$ cat config.mk
export PLATFORM = sky130hd
export DESIGN_NAME = process_table_scheduler
export DESIGN_NICKNAME = d
export VERILOG_FILES = /design/src/design/pts_pkg.sv /design/src/design/pts_ctrl.sv /design/src/design/pts_datapath.sv /design/src/design/process_table_scheduler.sv
export SDC_FILE = /design/constraint.sdc
export NUM_CORES = 1
export LEC_CHECK = 0
export BUFFER_PORTS_ARGS = -buffer_cell sky130_fd_sc_hd__clkbuf_2
export CAP_MARGIN = 15
export CORE_ASPECT_RATIO = 0.9
export CORE_MARGIN = 2
export CORE_UTILIZATION = 55
export CTS_BUF_LIST = sky130_fd_sc_hd__clkbuf_16
export CTS_CLUSTER_DIAMETER = 60
export DETAILED_ROUTE_END_ITERATION = 8
export PLACE_DENSITY = 0.73
export SLEW_MARGIN = 15
export SYNTH_ARGS = -nofsm -noshare
export SYNTH_HDL_FRONTEND = slang
export SYNTH_HIERARCHICAL = 1
export SYNTH_SLANG_ARGS = --single-unit
$ cat constraint.sdc
create_clock -name clk -period 12.1 [get_ports clk]
set_input_delay 0.605 -clock clk [delete_from_list [all_inputs] [get_ports clk]]
set_output_delay 0.605 -clock clk [all_outputs]
set_load 0.01 [all_outputs]
$ cat src/design/pts_pkg.sv
`timescale 1ns / 1ps
// Shared types and constants for the process table scheduler.
// Used by pts_ctrl, pts_datapath and process_table_scheduler; depends on nothing.
package pts_pkg;

  localparam int TABLE_DEPTH = 16;
  localparam int BURST_WIDTH = 16;
  localparam int IDX_W       = $clog2(TABLE_DEPTH);
  localparam int CNT_W       = $clog2(TABLE_DEPTH + 1);
  localparam int CFG_IDX_W   = 2;
  localparam int CFG_DATA_W  = 8;

  // Scheduling policies.
  localparam logic [1:0] MODE_FCFS = 2'd0;
  localparam logic [1:0] MODE_RR   = 2'd1;
  localparam logic [1:0] MODE_SJF  = 2'd2;
  localparam logic [1:0] MODE_PRIO = 2'd3;

  // Input commands.
  localparam logic CMD_LOAD = 1'b0;
  localparam logic CMD_TICK = 1'b1;

  // Configuration register indexes.
  localparam logic [CFG_IDX_W-1:0] REG_SCHED_MODE = 2'd0;
  localparam logic [CFG_IDX_W-1:0] REG_QUANTUM    = 2'd1;

  localparam logic [7:0] QUANTUM_RESET = 8'd2;

  typedef struct packed {
    logic              command;
    logic [15:0]       proc_id;
    logic [15:0]       burst_time;
    logic signed [7:0] prio_value;
  } in_item_t;

  typedef struct packed {
    logic [15:0] ran_id;
    logic [3:0]  ran_slot;
    logic [15:0] burst_left;
    logic        finished;
    logic        all_done;
    logic        error_flag;
  } out_item_t;

  // Commands from the controller to the datapath.
  typedef struct packed {
    logic capture;
    logic scan_init;
    logic keep_cur;
    logic scan_step;
    logic sel_best;
    logic commit;
  } ctrl_cmd_t;

  // Status from the datapath to the controller.
  typedef struct packed {
    logic is_load;
    logic tick_empty;
    logic keep_avail;
    logic scan_last;
    logic out_free;
  } dp_status_t;

endpackage

$ cat src/design/pts_ctrl.sv
`timescale 1ns / 1ps
// Sequencing state machine of the process table scheduler.
// Depends on pts_pkg for the command and status structs.
module pts_ctrl (
  input  logic                clk,
  input  logic                rst_n,
  input  logic                in_valid,
  output logic                in_stall,
  input  pts_pkg::dp_status_t status,
  output pts_pkg::ctrl_cmd_t  cmd
);

  localparam logic [2:0] ST_IDLE   = 3'd0;
  localparam logic [2:0] ST_DECIDE = 3'd1;
  localparam logic [2:0] ST_SCAN   = 3'd2;
  localparam logic [2:0] ST_DRAIN  = 3'd3;
  localparam logic [2:0] ST_FETCH  = 3'd4;
  localparam logic [2:0] ST_EXEC   = 3'd5;

  logic [2:0] state_r;
  logic [2:0] state_nxt;

  assign in_stall = (state_r != ST_IDLE);

  always_comb begin
    state_nxt = state_r;
    cmd       = '0;
    case (state_r)
      ST_IDLE: begin
        if (in_valid) begin
          cmd.capture = 1'b1;
          state_nxt   = ST_DECIDE;
        end
      end
      ST_DECIDE: begin
        if (status.is_load || status.tick_empty) begin
          state_nxt = ST_EXEC;
        end else if (status.keep_avail) begin
          cmd.keep_cur = 1'b1;
          state_nxt    = ST_FETCH;
        end else begin
          cmd.scan_init = 1'b1;
          state_nxt     = ST_SCAN;
        end
      end
      ST_SCAN: begin
        cmd.scan_step = 1'b1;
        if (status.scan_last) begin
          state_nxt = ST_DRAIN;
        end
      end
      ST_DRAIN: begin
        state_nxt = ST_FETCH;
      end
      ST_FETCH: begin
        cmd.sel_best = 1'b1;
        state_nxt    = ST_EXEC;
      end
      ST_EXEC: begin
        cmd.sel_best = 1'b1;
        if (status.out_free) begin
          cmd.commit = 1'b1;
          state_nxt  = ST_IDLE;
        end
      end
      default: begin
        state_nxt = ST_IDLE;
      end
    endcase
  end

  always_ff @(posedge clk) begin
    if (!rst_n) begin
      state_r <= ST_IDLE;
    end else begin
      state_r <= state_nxt;
    end
  end

endmodule

$ cat src/design/pts_datapath.sv
`timescale 1ns / 1ps
// Table storage, selection scan, burst update and result register of the scheduler.
// Depends on pts_pkg; driven by pts_ctrl through the command struct.
module pts_datapath (
  input  logic                                clk,
  input  logic                                rst_n,
  input  pts_pkg::in_item_t                   in_data,
  input  logic                                out_stall,
  output logic                                out_valid,
  output pts_pkg::out_item_t                  out_data,
  input  logic                                cfg_we,
  input  logic [pts_pkg::CFG_IDX_W-1:0]       cfg_index,
  input  logic [pts_pkg::CFG_DATA_W-1:0]      cfg_wdata,
  input  pts_pkg::ctrl_cmd_t                  cmd,
  output pts_pkg::dp_status_t                 status
);

  localparam int IW = pts_pkg::IDX_W;
  localparam int CW = pts_pkg::CNT_W;
  localparam int BW = pts_pkg::BURST_WIDTH;

  logic [BW-1:0]       burst_mem [pts_pkg::TABLE_DEPTH];
  logic signed [7:0]   prio_mem  [pts_pkg::TABLE_DEPTH];
  logic [15:0]         id_mem    [pts_pkg::TABLE_DEPTH];

  logic [BW-1:0]       burst_q_r;
  logic signed [7:0]   prio_q_r;
  logic [15:0]         id_q_r;

  logic [pts_pkg::TABLE_DEPTH-1:0] done_r;
  logic [pts_pkg::TABLE_DEPTH-1:0] done_nxt;
  logic [CW-1:0]       entry_count_r, entry_count_nxt;
  logic [CW-1:0]       remaining_r, remaining_nxt;
  logic [IW-1:0]       current_slot_r, current_slot_nxt;
  logic                current_valid_r, current_valid_nxt;
  logic [1:0]          mode_r;
  logic [7:0]          quantum_r;

  pts_pkg::in_item_t   item_r;

  logic [IW-1:0]       k_r, k_nxt;
  logic                pend_valid_r;
  logic [IW-1:0]       pend_slot_r;
  logic                best_found_r, best_found_nxt;
  logic [IW-1:0]       best_slot_r, best_slot_nxt;
  logic [BW-1:0]       best_burst_r, best_burst_nxt;
  logic signed [7:0]   best_prio_r, best_prio_nxt;

  pts_pkg::out_item_t  out_r, out_nxt;
  logic                out_valid_r, out_valid_nxt;

  logic [CW:0]         rr_start;
  logic [CW:0]         rr_sum;
  logic [IW-1:0]       scan_addr;
  logic [IW-1:0]       rd_addr;
  logic                take;
  logic                table_full;
  logic                run_tick;
  logic [BW-1:0]       quantum_ext;
  logic [BW-1:0]       burst_new;
  logic                fin;
  logic                mem_we;
  logic [IW-1:0]       wr_addr;
  logic [BW-1:0]       wr_burst;
  logic                load_we;
  logic [IW-1:0]       load_slot;

  // Round robin walks from the slot after the last one run, wrapping at the table fill.
  always_comb begin
    rr_start = current_valid_r ? (CW+1)'(current_slot_r) + 1'b1 : '0;
    rr_sum   = rr_start + (CW+1)'(k_r);
    if (rr_sum >= (CW+1)'(entry_count_r)) begin
      rr_sum = rr_sum - (CW+1)'(entry_count_r);
    end
    scan_addr = (mode_r == pts_pkg::MODE_RR) ? rr_sum[IW-1:0] : k_r;
    rd_addr   = cmd.sel_best ? best_slot_r : scan_addr;
  end

  assign table_full  = (entry_count_r >= CW'(pts_pkg::TABLE_DEPTH));
  assign run_tick    = (item_r.command == pts_pkg::CMD_TICK) && !status.tick_empty;
  assign quantum_ext = BW'(quantum_r);
  assign burst_new   = (burst_q_r > quantum_ext) ? burst_q_r - quantum_ext : '0;
  assign fin         = (burst_new == '0);
  assign load_slot   = entry_count_r[IW-1:0];
  assign load_we     = cmd.commit && (item_r.command == pts_pkg::CMD_LOAD) && !table_full;

  always_comb begin
    status.is_load    = (item_r.command == pts_pkg::CMD_LOAD);
    status.tick_empty = (remaining_r == '0) || (entry_count_r == '0);
    status.keep_avail = (mode_r != pts_pkg::MODE_RR) && current_valid_r
                        && !done_r[current_slot_r];
    status.scan_last  = (CW'(k_r) == entry_count_r - 1'b1);
    status.out_free   = !out_valid_r || !out_stall;
  end

  // Candidate compare, one table entry per cycle behind the memory read.
  always_comb begin
    take = 1'b0;
    if (pend_valid_r && !done_r[pend_slot_r]) begin
      if (!best_found_r) begin
        take = 1'b1;
      end else begin
        case (mode_r)
          pts_pkg::MODE_SJF:  take = (burst_q_r < best_burst_r);
          pts_pkg::MODE_PRIO: take = (prio_q_r < best_prio_r);
          default:            take = 1'b0;
        endcase
      end
    end
  end

  always_comb begin
    k_nxt          = k_r;
    best_found_nxt = best_found_r;
    best_slot_nxt  = best_slot_r;
    best_burst_nxt = best_burst_r;
    best_prio_nxt  = best_prio_r;
    if (cmd.scan_init) begin
      k_nxt          = '0;
      best_found_nxt = 1'b0;
    end else if (cmd.keep_cur) begin
      best_slot_nxt = current_slot_r;
    end else begin
      if (cmd.scan_step) begin
        k_nxt = k_r + 1'b1;
      end
      if (take) begin
        best_found_nxt = 1'b1;
        best_slot_nxt  = pend_slot_r;
        best_burst_nxt = burst_q_r;
        best_prio_nxt  = prio_q_r;
      end
    end
  end

  always_comb begin
    done_nxt          = done_r;
    entry_count_nxt   = entry_count_r;
    remaining_nxt     = remaining_r;
    current_slot_nxt  = current_slot_r;
    current_valid_nxt = current_valid_r;
    out_nxt           = out_r;
    out_valid_nxt     = out_valid_r && out_stall;
    mem_we            = 1'b0;
    wr_addr           = best_slot_r;
    wr_burst          = burst_new;
    if (cmd.commit) begin
      out_valid_nxt = 1'b1;
      out_nxt       = '0;
      if (item_r.command == pts_pkg::CMD_LOAD) begin
        if (table_full) begin
          out_nxt.all_done   = (remaining_r == '0);
          out_nxt.error_flag = 1'b1;
        end else begin
          done_nxt[load_slot] = 1'b0;
          entry_count_nxt     = entry_count_r + 1'b1;
          remaining_nxt       = remaining_r + 1'b1;
          out_nxt.ran_slot    = 4'(load_slot);
          mem_we              = 1'b1;
          wr_addr             = load_slot;
          wr_burst            = BW'(item_r.burst_time);
        end
      end else if (!run_tick) begin
        out_nxt.all_done   = 1'b1;
        out_nxt.error_flag = 1'b1;
      end else begin
        mem_we            = 1'b1;
        current_slot_nxt  = best_slot_r;
        current_valid_nxt = 1'b1;
        if (fin) begin
          done_nxt[best_slot_r] = 1'b1;
          remaining_nxt         = remaining_r - 1'b1;
        end
        out_nxt.ran_id     = id_q_r;
        out_nxt.ran_slot   = 4'(best_slot_r);
        out_nxt.burst_left = 16'(burst_new);
        out_nxt.finished   = fin;
        out_nxt.all_done   = (remaining_nxt == '0);
      end
    end
  end

  // Table memories: one write and one registered read per cycle.
  always_ff @(posedge clk) begin
    if (mem_we) begin
      burst_mem[wr_addr] <= wr_burst;
    end
    if (load_we) begin
      prio_mem[load_slot] <= item_r.prio_value;
      id_mem[load_slot]   <= item_r.proc_id;
    end
    burst_q_r <= burst_mem[rd_addr];
    prio_q_r  <= prio_mem[rd_addr];
    id_q_r    <= id_mem[rd_addr];
  end

  always_ff @(posedge clk) begin
    if (cmd.capture) begin
      item_r <= in_data;
    end
    k_r          <= k_nxt;
    pend_slot_r  <= scan_addr;
    best_slot_r  <= best_slot_nxt;
    best_burst_r <= best_burst_nxt;
    best_prio_r  <= best_prio_nxt;
    out_r        <= out_nxt;
  end

  always_ff @(posedge clk) begin
    if (!rst_n) begin
      done_r          <= '0;
      entry_count_r   <= '0;
      remaining_r     <= '0;
      current_slot_r  <= '0;
      current_valid_r <= 1'b0;
      mode_r          <= pts_pkg::MODE_FCFS;
      quantum_r       <= pts_pkg::QUANTUM_RESET;
      pend_valid_r    <= 1'b0;
      best_found_r    <= 1'b0;
      out_valid_r     <= 1'b0;
    end else begin
      done_r          <= done_nxt;
      entry_count_r   <= entry_count_nxt;
      remaining_r     <= remaining_nxt;
      current_slot_r  <= current_slot_nxt;
      current_valid_r <= current_valid_nxt;
      pend_valid_r    <= cmd.scan_step;
      best_found_r    <= best_found_nxt;
      out_valid_r     <= out_valid_nxt;
      if (cfg_we && (cfg_index == pts_pkg::REG_SCHED_MODE)) begin
        mode_r <= cfg_wdata[1:0];
      end
      if (cfg_we && (cfg_index == pts_pkg::REG_QUANTUM)) begin
        quantum_r <= cfg_wdata[7:0];
      end
    end
  end

  assign out_valid = out_valid_r;
  assign out_data  = out_r;

`ifndef NO_ASSERTIONS
  a_remaining_le_entries: assert property (@(posedge clk) disable iff (!rst_n)
    remaining_r <= entry_count_r)
    else $error("remaining count exceeds entry count");

  a_entries_le_depth: assert property (@(posedge clk) disable iff (!rst_n)
    entry_count_r <= CW'(pts_pkg::TABLE_DEPTH))
    else $error("entry count exceeds table depth");

  a_run_unfinished: assert property (@(posedge clk) disable iff (!rst_n)
    cmd.commit && run_tick |-> !done_r[best_slot_r]
                               && (CW'(best_slot_r) < entry_count_r))
    else $error("tick runs a finished or unloaded slot");

  a_commit_presents: assert property (@(posedge clk) disable iff (!rst_n)
    cmd.commit |=> out_valid_r)
    else $error("committed result not presented");
`endif

endmodule

$ cat src/design/process_table_scheduler.sv
`timescale 1ns / 1ps
// Top level of the process table scheduler: controller plus datapath.
// Depends on pts_pkg, pts_ctrl and pts_datapath.
//
// The block holds a table of up to 16 processes, each loaded by a load transaction with an
// id, a burst time and a signed priority, and runs one quantum of one process per tick
// transaction. Every input transaction yields exactly one result transaction. The policy
// comes from the sched_mode register (first come first served, round robin, shortest job
// first, priority) and the units removed per tick from the quantum register; both must be
// written by the user through the cfg_ port only while the block is idle; the block itself
// does not enforce this. Items are processed one at a time: a tick that must choose a new
// process walks the table one entry per cycle through the single read port of the table
// memory, while a load, a tick that keeps running the current process and a tick that
// finds nothing to run skip that walk. The result sits in an output register, so a new
// transaction is accepted while the previous result still waits to be taken; the block
// only holds off in its last state until that register frees up. No clearing pass is
// needed after reset.
module process_table_scheduler (
  input  logic                               clk,
  input  logic                               rst_n,
  input  logic                               in_valid,
  output logic                               in_stall,
  input  pts_pkg::in_item_t                  in_data,
  output logic                               out_valid,
  input  logic                               out_stall,
  output pts_pkg::out_item_t                 out_data,
  input  logic                               cfg_we,
  input  logic [pts_pkg::CFG_IDX_W-1:0]      cfg_index,
  input  logic [pts_pkg::CFG_DATA_W-1:0]     cfg_wdata
);

  // Commands and status between the sequencer and the datapath.
  pts_pkg::ctrl_cmd_t  cmd;
  pts_pkg::dp_status_t status;

  // The controller owns the input handshake and the order of scan, fetch and commit.
  pts_ctrl u_ctrl (
    .clk      (clk),
    .rst_n    (rst_n),
    .in_valid (in_valid),
    .in_stall (in_stall),
    .status   (status),
    .cmd      (cmd)
  );

  // The datapath holds the table, the configuration registers and the result register.
  pts_datapath u_datapath (
    .clk       (clk),
    .rst_n     (rst_n),
    .in_data   (in_data),
    .out_stall (out_stall),
    .out_valid (out_valid),
    .out_data  (out_data),
    .cfg_we    (cfg_we),
    .cfg_index (cfg_index),
    .cfg_wdata (cfg_wdata),
    .cmd       (cmd),
    .status    (status)
  );

endmodule

Word-level counts from Yosys, hierarchy flattened
Memory sizes are Yosys's and may differ from the RTL's. A register that Yosys moved wholly into a read port is not among the register bits.
Cells that the tools add are included.
{ "word_totals": {"ff_bits": 163, "latch_bits": 0, "mem_bits_rw": 640, "rom_bits": 0, "inputBits": 56, "out_inout_bits": 41, "wordCells": 181, "mem_count": 3} }
{ "op_classes": {"n_addsub": 9, "multipliers": 0, "div": 0, "order_cmp": 11, "eq_ne": 17, "shifts": 0, "n_mux": 67, "bitwise": 8, "n_reduce_logical": 40} }
{ "mem_list": {"columns": ["memory", "words", "word_bits", "read_ports", "rd_clocked_by_memory_dff", "write_ports", "line", "source"], "rows": [
  ["u_datapath.burst_mem", 16, 16, 1, 1, 1, "pts_datapath.sv:22", "logic [BW-1:0] burst_mem [pts_pkg::TABLE_DEPTH];"],
  ["u_datapath.id_mem", 16, 16, 1, 1, 1, "pts_datapath.sv:24", "logic [15:0] id_mem [pts_pkg::TABLE_DEPTH];"],
  ["u_datapath.prio_mem", 16, 8, 1, 1, 1, "pts_datapath.sv:23", "logic signed [7:0] prio_mem [pts_pkg::TABLE_DEPTH];"]
]} }
{ "op_table": {"columns": ["op", "n"], "rows": [
  ["16-bit 2-to-1 mux", 8],
  ["4-bit 2-to-1 mux", 10],
  ["5-bit 2-to-1 mux", 7],
  ["1-bit 2-to-1 mux", 25],
  ["21-bit 2-to-1 mux", 1],
  ["4-bit by 5-bit < comparator with 1-bit output, second input constant", 4],
  ["3-bit case mux with 6 select lines", 1],
  ["16-bit AND", 1],
  ["16-bit by 8-bit greater-than comparator with 1-bit output", 1],
  ["16-bit logical NOT", 1],
  ["16-bit < comparator", 1],
  ["16-bit NOT", 1],
  ["16-bit bitwise OR", 1],
  ["16-bit by 8-bit subtractor with 16-bit output", 1],
  ["5-bit logical NOT", 3],
  ["3-bit 2-to-1 mux", 5],
  ["3-bit AND reduction", 5],
  ["1-bit logical AND", 11],
  ["5-bit by 1-bit adder with 5-bit output, second input constant", 2],
  ["2-bit inequality test, second input constant", 5],
  ["5-bit by 1-bit subtractor with 5-bit output, second input constant", 2],
  ["1-bit binary-select mux with 4-bit select", 2],
  ["1-bit demux with 4-bit select", 2],
  ["4-bit by 1-bit >= comparator with 1-bit output, second input constant", 2],
  ["other kinds (27)", 50]
]} }

Depth between registers and ports, before layout
Gate-level depths: netlist of run 1.
{ "depth": {"ltp_word": 10, "depth_mapped": 19, "ltp_nobuf": 17} }

Cells and area by module
The synthesis of run 1 kept the hierarchy.
{ "by_module_without_submodules": {"columns": ["mod", "instances", "cells_per_inst", "area_per_inst_um2", "seq_area_each_um2"], "rows": [
  ["pts_datapath", 1, 1817, 33219.4, 24303.3],
  ["pts_ctrl", 1, 24, 196.4, 60.1]
]} }

Worst setup path before layout of run 1
OpenSTA, ideal clock, no wires.
{ "synth_path": {"kind": "flip-flop to flip-flop", "start": "register u_datapath.current_slot_r[0]", "end": "register u_datapath.best_burst_r[0] (enable)", "setup_ns": 0.536, "t_arrival_ns": 5.830, "required_time_ns": 11.564, "slack_ns": 5.734, "stages_incl_launch_ff": 8, "path_buffers": 1, "period_less_slack_ns": 6.366, "path_cell_list": "dfxtp_1 -> clkbuf_1 -> mux4_2 -> mux4_2 -> nor2_1 -> or4_4 -> nor3b_2 -> a2111oi_0"} }
{ "synth_lines": {"columns": ["item", "line", "source"], "rows": [
  ["start, declared", "pts_datapath.sv:34", "logic [IW-1:0] current_slot_r, current_slot_nxt;"],
  ["start signal, assigned", "pts_datapath.sv:225", "current_slot_r <= current_slot_nxt;"],
  ["end signal, assigned", "pts_datapath.sv:204", "best_burst_r <= best_burst_nxt;"],
  ["end, declared", "pts_datapath.sv:46", "logic [BW-1:0] best_burst_r, best_burst_nxt;"]
]} }

Final worst setup path of run 1
{ "layout_path": {"start": "register u_datapath.current_slot_r[0]", "end": "register u_datapath.prio_q_r[0], read port of u_datapath.prio_mem"} }
{ "layout_between": {"elab_chain_cells": 7, "elab_cells_between_ends": 8, "cone_classes": "3 x add/sub; 1 x order compare; 4 x mux"} }
{ "layout_lines": {"columns": ["item", "line", "source"], "rows": [
  ["4-bit by 1-bit adder with 5-bit output (*)", "pts_datapath.sv:70", "rr_start = current_valid_r ? (CW+1)'(current_slot_r) + 1'b1 : '0;"],
  ["6-bit 2-to-1 mux (*)", "pts_datapath.sv:70", null],
  ["6-bit by 4-bit adder with 6-bit output (*)", "pts_datapath.sv:71", "rr_sum = rr_start + (CW+1)'(k_r);"],
  ["6-bit by 5-bit >= comparator with 1-bit output or 4-bit subtractor (tied branches)", "pts_datapath.sv:72, pts_datapath.sv:73", null],
  ["4-bit 2-to-1 mux (*)", "pts_datapath.sv:72", "if (rr_sum >= (CW+1)'(entry_count_r)) begin"],
  ["4-bit 2-to-1 mux (*)", "pts_datapath.sv:75", "scan_addr = (mode_r == pts_pkg::MODE_RR) ? rr_sum[IW-1:0] : k_r;"],
  ["via u_datapath.scan_addr[1]", "pts_datapath.sv:54", "logic [IW-1:0] scan_addr;"],
  ["4-bit 2-to-1 mux (*)", "pts_datapath.sv:76", "rd_addr = cmd.sel_best ? best_slot_r : scan_addr;"],
  ["end, declared", "pts_datapath.sv:27", "logic signed [7:0] prio_q_r;"]
]} }
Mark *: on every way through the listed nets, which the timed path passes. The rest lies on a longest branch.
A chain may end at the register's enable or synchronous reset.

==> results of run 1 <==
[sequential cells by signal, summed over array words and instances, names as in the netlist, 16 cells and up]
name	cells
u_datapath/out_data	39
u_datapath/burst_q_r	16
u_datapath/best_burst_r	16
u_datapath/id_q_r	16
u_datapath/id_mem	256
u_datapath/item_r	41
u_datapath/prio_mem	128
u_datapath/done_r	16
u_datapath/burst_mem	256
[area by class of cell]
class / count / area, sq um / area share
Clock inverter: 69 / 492 / 0.0130
Sequential cell: 843 / 24400 / 0.644
Inverter: 56 / 210 / 0.00556
Tap cell: 783 / 980 / 0.0259
Clock buffer: 87 / 2180 / 0.0576
Timing Repair Buffer: 157 / 955 / 0.0252
Multi-Input combinational cell: 855 / 8640 / 0.229
[power by group through the flow]
stage / sequential [mW] / clock (mW) / combinational (mW)
after detailed placement: 3.37 / 0 / 0.341
after CTS: 3.30 / 2.52 / 0.343
final: 3.30 / 2.48 / 0.345
after global placement: 3.36 / 0 / 0.330
after global routing: 3.31 / 2.63 / 0.373
after floorplan: 3.35 / 0 / 0.210
[logic make-up (layout without fill, tap and decap cells)]
kind of cell,count (synthesis),in the layout
muxes,197,197
xor gates and xnor gates,27,27
buffers and inverters,143,369
AOI/OAI and AO/OA,257,257
and+or+nand+nor,324,324
adders and majority gates,50,50
DFF,843,843
[placed cells by master (no fill, tap or decap), types with 22 or more instances in the layout]
cell / instances
a21oi_1: 23
a22oi_1: 82
and3_1: 22
buf_4: 59
clkbuf_16: 87
clkbuf_2: 96
dfxtp_1: 95
edfxtp_1: 748
ha_1: 47
inv_1: 76
mux4_2: 170
nand2_1: 108
nor2_1: 54
nor2_2: 23
o21ai_0: 23
[per-layer routing]
metal  global-route usage  share of wire  up-vias
li1                     -              -     7707
met1                0.365           0.42     9321
met2                0.382           0.47      953
met3               0.0390          0.093      118
met4               0.0625          0.020        2
met5                    0        0.00015        -
[worst reg2reg max path, delay by kind of cell (launching register included)]
kind	cells	cell delay [ns]
adder cells (fa/ha/maj)	3	0.95
AO/OA/AOI/OAI	8	1.69
multiplexers	3	1.37
AND/OR/NAND/NOR	2	0.28
buffers and inverters	2	1.60
flip-flops	1	0.60
[worst paths after layout]
check                                                          startpoint                                   to  slack (ns)  depth (start not counted)
worst min register to register             u_datapath/prio_q_r[0]$_DFF_P_  u_datapath/best_prio_r[0]$_DFFE_PP_        0.45                          0
worst min-delay path                                          in_data[28]      u_datapath/item_r[28]$_DFFE_PP_        0.14                          1
worst max-delay path            u_datapath/current_slot_r[0]$_SDFFE_PN0P_       u_datapath/prio_q_r[0]$_DFF_P_        5.51                         18
worst max register to register  u_datapath/current_slot_r[0]$_SDFFE_PN0P_       u_datapath/prio_q_r[0]$_DFF_P_        5.51                         18
==> flow_summary.json, run 1 <==
{
  "drc": 0,
  "power.total_mw": 6.13,
  "hpwlAfterDp_mm": 43.0,
  "setup-violations-final": 0,
  "ys_seq_area_frac": 0.729,
  "crit_path_frequent_cell": "ha_1",
  "dieHeight_um": 238,
  "crit_buf_inv": 2,
  "final.min_clock_period_ns": 6.59,
  "slew_headroom": 0.240,
  "ys_top_cells_by_area": "edfxtp_1 67%, mux4_2 11%, dfxtp_1 5.7%",
  "synthAdderAreaFrac": 0.0194,
  "p_clk_frac": 0.405,
  "rows": 85,
  "rsz0062_at_grt": "no",
  "num_vias": 18100,
  "dp.cells": 2693,
  "outcome": "completed",
  "p_switching_mw": 1.35,
  "max_freq_mhz": 152,
  "viasPerCell": 6.35,
  "powerDensity_mw_per_mm2": 162,
  "irDropWorstVdd_uv": 97.6,
  "final-max-slew-violation-count": 0,
  "grt_overflow": 0,
  "io_buffers": 96,
  "netlist_area_sq_mm": 0.0334,
  "maxCapViolations": 0,
  "path_cells": "ha_1 > and2_1 > ha_1 > a21o_1 > a211oi_1 > a21oi_1 > ha_1 > a21o_1 > a221oi_1 > o21ai_1 > mux2i_1 > o21ai_1 > mux2i_4 > buf_12 > buf_4 > mux4_2 > a22oi_1 > nand2_1",
  "crit_path_max_fanout": 111,
  "fin_worst_skew_ns": 0.0225,
  "fin_nets": 2104,
  "cts.htree.levels": 3,
  "final_cell_area_sq_mm": 0.0378,
  "synth_largest_area_cell": "edfxtp_1",
  "drive_gt1_frac": 0.247,
  "postPlaceCellArea_sq_mm": 0.0351,
  "yosys_register_bits": 843,
  "clk_pin_slew_worst_paths_ns": 0.06,
  "cp.required_ns": 12.62,
  "max_stage_delay_ns": 0.79,
  "pin_count": 97,
  "worst_setup_path_start_kind": "flip-flop",
  "drt-initial-drc-count": 2116,
  "synth-simple-area-share": 0.0472,
  "final_util": 0.631,
  "hold_ws_ns": 0.139,
  "critPathSlowestCell": "buf_4",
  "synth_top_cell_area_share": 0.672,
  "sequentialPowerShare": 0.539,
  "dieArea_sq_mm": 0.0627,
  "synth-async-reset-ratio": 0,
  "synth-warning-count": 6,
  "n_fill_cell": 4110,
  "cts-root-buf": "clkbuf_16",
  "gp_congestion": 0.853,
  "final_cell_count_no_fill": 2850,
  "end_kind": "flip-flop",
  "synthDistinctLibCells": 71,
  "synth_compound_area_frac": 0.0561,
  "drt-pass1-iter-count": 5,
  "p_leak_nw": 13.0,
  "synth_xor_area_frac": 0.00708,
  "cp_top_family": "compound AO/OA/AOI/OAI gates",
  "cts_sinks": 843,
  "ys.flop_type": "edfxtp_1",
  "area_growth_pct": 13.2,
  "post_synth.cell_area_avg_sq_um": 18.2,
  "antennaDiodeCount": 0,
  "grt_pass1_vias": 18000,
  "synth_top_cells_by_count": "748 x edfxtp_1, 170 x mux4_2, 108 x nand2_1",
  "start_util": 0.557,
  "hold_viol_final": 0,
  "fin_ws_ns": 5.51,
  "cts_tree": "built",
  "cts_resized": 0,
  "hp-class": "in2reg",
  "intPower_mw": 4.78,
  "synthMuxAreaShare": 0.123,
  "power.share.switching": 0.220,
  "grt_pass1_wl_mm": 113,
  "numCtsBuffers": 85,
  "cts_buffer_depth": 3,
  "syn-num-nets": 1947,
  "routedWlPerCell_um": 26.5,
  "combinationalPowerShare": 0.056,
  "pre_cts_slack_ns": 5.39,
  "postCtsHoldBufs": 0,
  "synth.most_common_cell": "edfxtp_1",
  "postCtsSetupBuffers": 0,
  "antenna_found_initial": 2,
  "grt_max_degree": 112,
  "finalCritPeriodShare": 0.545,
  "synth_cells": 1841,
  "critical_path_class": "reg2reg",
  "grt_usage": 0.244,
  "setup_tns_ns": 0,
  "core_sq_mm": 0.0600,
  "dieWidth_um": 264,
  "synth_top_family_by_area": "multiplexers",
  "arrival_ns": 7.11,
  "wl_mm": 75.6,
  "ant_nets": 0,
  "synth_edf_count": 748,
  "clk_latency_ns": 0.64,
  "tightest_slew_ns": 1.14
}
No activity file was read; power rests on OpenSTA's default activity.
==> run 2: changes to the inputs <==
- PLACE_DENSITY: 0.73 -> 0.76
- clock period: 12.1 -> 5.95 ns (I/O delays scaled with it)
==> flow_summary.json, run 2 (same netlist as run 1, synthesis figures left out) <==
{
  "outcome": "completed",
  "top_regs": "u_datapath/burst_mem: 256 flops, u_datapath/id_mem: 256 flops, u_datapath/prio_mem: 128 flops",
  "cp.required_ns": 6.45,
  "ant_nets": 0,
  "dieWidth_um": 264,
  "grt_max_degree": 97,
  "worst_setup_path_start_kind": "flip-flop",
  "crit_path_max_fanout": 52,
  "grt_pass1_wl_mm": 115,
  "clk_pin_slew_worst_paths_ns": 0.06,
  "dieHeight_um": 238,
  "cts.htree.levels": 3,
  "area_growth_pct": 14.9,
  "io_buffers": 96,
  "hp-class": "in2reg",
  "setup-violations-final": 0,
  "max_freq_mhz": 183,
  "postCtsHoldBufs": 50,
  "final-max-slew-violation-count": 0,
  "fin_nets": 2153,
  "path_cells": "ha_1 > and2_1 > ha_1 > a21o_1 > a211oi_1 > a21oi_1 > ha_1 > a21o_1 > a221oi_1 > o21ai_1 > mux2i_1 > o21ai_1 > mux2i_4 > buf_12 > mux4_2 > a22oi_1 > nand2_1",
  "max_stage_delay_ns": 0.59,
  "end_kind": "flip-flop",
  "tightest_slew_ns": 1.13,
  "routedWlPerCell_um": 26.4,
  "critPathSlowestCell": "dfxtp_1",
  "gp_congestion": 0.873,
  "drc": 0,
  "core_sq_mm": 0.0600,
  "postCtsSetupBuffers": 0,
  "n_fill_cell": 3986,
  "rows": 85,
  "pin_count": 97,
  "final.min_clock_period_ns": 5.45,
  "slew_headroom": 0.246,
  "cts_resized": 0,
  "num_vias": 18300,
  "grt_usage": 0.248,
  "rsz0062_at_grt": "no",
  "critical_path_class": "reg2reg",
  "powerDensity_mw_per_mm2": 327,
  "viasPerCell": 6.30,
  "cp_top_family": "compound AO/OA/AOI/OAI gates",
  "clk_latency_ns": 0.63,
  "cts_sinks": 843,
  "grt_overflow": 0,
  "hold_viol_final": 0,
  "dieArea_sq_mm": 0.0627,
  "crit_path_frequent_cell": "ha_1",
  "wl_mm": 76.5,
  "hpwlAfterDp_mm": 43.2,
  "numCtsBuffers": 80,
  "maxCapViolations": 0,
  "finalCritPeriodShare": 0.916,
  "fin_worst_skew_ns": 0.0291,
  "drive_gt1_frac": 0.232,
  "p_leak_nw": 13.3,
  "setup_tns_ns": 0,
  "antenna_found_initial": 0,
  "arrival_ns": 5.95,
  "grt_pass1_vias": 18500,
  "mostFrequentLayoutCells": "748 x edfxtp_1, 170 x mux4_2, 108 x nand2_1, 96 x clkbuf_2, 95 x dfxtp_1",
  "cts_buffer_depth": 3,
  "irDropWorstVdd_uv": 256,
  "drt-initial-drc-count": 2162,
  "drt-pass1-iter-count": 8,
  "start_util": 0.557,
  "final_util": 0.640,
  "cts-root-buf": "clkbuf_16",
  "cts_tree": "built",
  "crit_buf_inv": 1,
  "final_common_cell": "edfxtp_1"
}
[run 2: power by group]
part           leakage (nW)  internal, mW  switching [mW]
Sequential             7.54          6.62          0.0997
Combinational          4.33         0.277           0.455
Clock                  1.40          2.96            2.12
[run 2: tightest hold or removal path: cells and delay by family]
family | cells | cell delay [ns]
buffers and inverters | 1 | 0.08
muxes | 1 | 0.14
and+or+nand+nor | 2 | 0.12
[run 2: path summary, 6_finish.rpt]
check | cells past startpoint | endpoint | startpoint | slack [ns]
setup / recovery | 17 | u_datapath/id_q_r[2]$_DFF_P_ | u_datapath/current_slot_r[0]$_SDFFE_PN0P_ | 0.50
hold / removal | 4 | u_datapath/mode_r[1]$_SDFFE_PN0P_ | cfg_index[1] | 0.07
setup reg to reg | 17 | u_datapath/id_q_r[2]$_DFF_P_ | u_datapath/current_slot_r[0]$_SDFFE_PN0P_ | 0.50
hold reg to reg | 0 | u_datapath/best_prio_r[4]$_DFFE_PP_ | u_datapath/prio_q_r[4]$_DFF_P_ | 0.44
[run 2: metrics by stage]
| stage | area, sq um | worst slack (ns) | power, mW | std cells | hold WS (ns) |
|---|---|---|---|---|---|
| 4_1_cts | 38400 | 0.559 | 12.6 | 2896 | 0.0423 |
| 2_1_floorplan | 33400 | 0.762 | 7.23 | 1841 | 0.396 |
| 5_1_grt | 38400 | 0.191 | 12.9 | 2896 | 0.0909 |
| 6_report | 38400 | 0.499 | 12.5 | 2897 | 0.0702 |
| 3_5_place_dp | 35200 | 0.592 | 7.54 | 2698 | 0.420 |
| 3_3_place_gp | 35200 | 0.808 | 7.51 | 2698 | 0.408 |
[run 2: final cells by class]
type | count | area [sq um] | share of cell area
diodes | 1 | 2.50 | 0.0000652
clock buffers | 81 | 2030 | 0.0528
clock inverters | 67 | 621 | 0.0162
inverters | 56 | 210 | 0.00548
multi-input cells | 855 | 8600 | 0.224
flip-flops and latches | 843 | 24400 | 0.635
well taps | 783 | 980 | 0.0255
repair buffers | 211 | 1580 | 0.0412
[run 2: per-layer routing]
metal / wire [um] / GRT usage
met5: 0 / 0
met4: 1740 / 0.0711
met3: 7430 / 0.0531
met2: 37100 / 0.399
met1: 30200 / 0.348
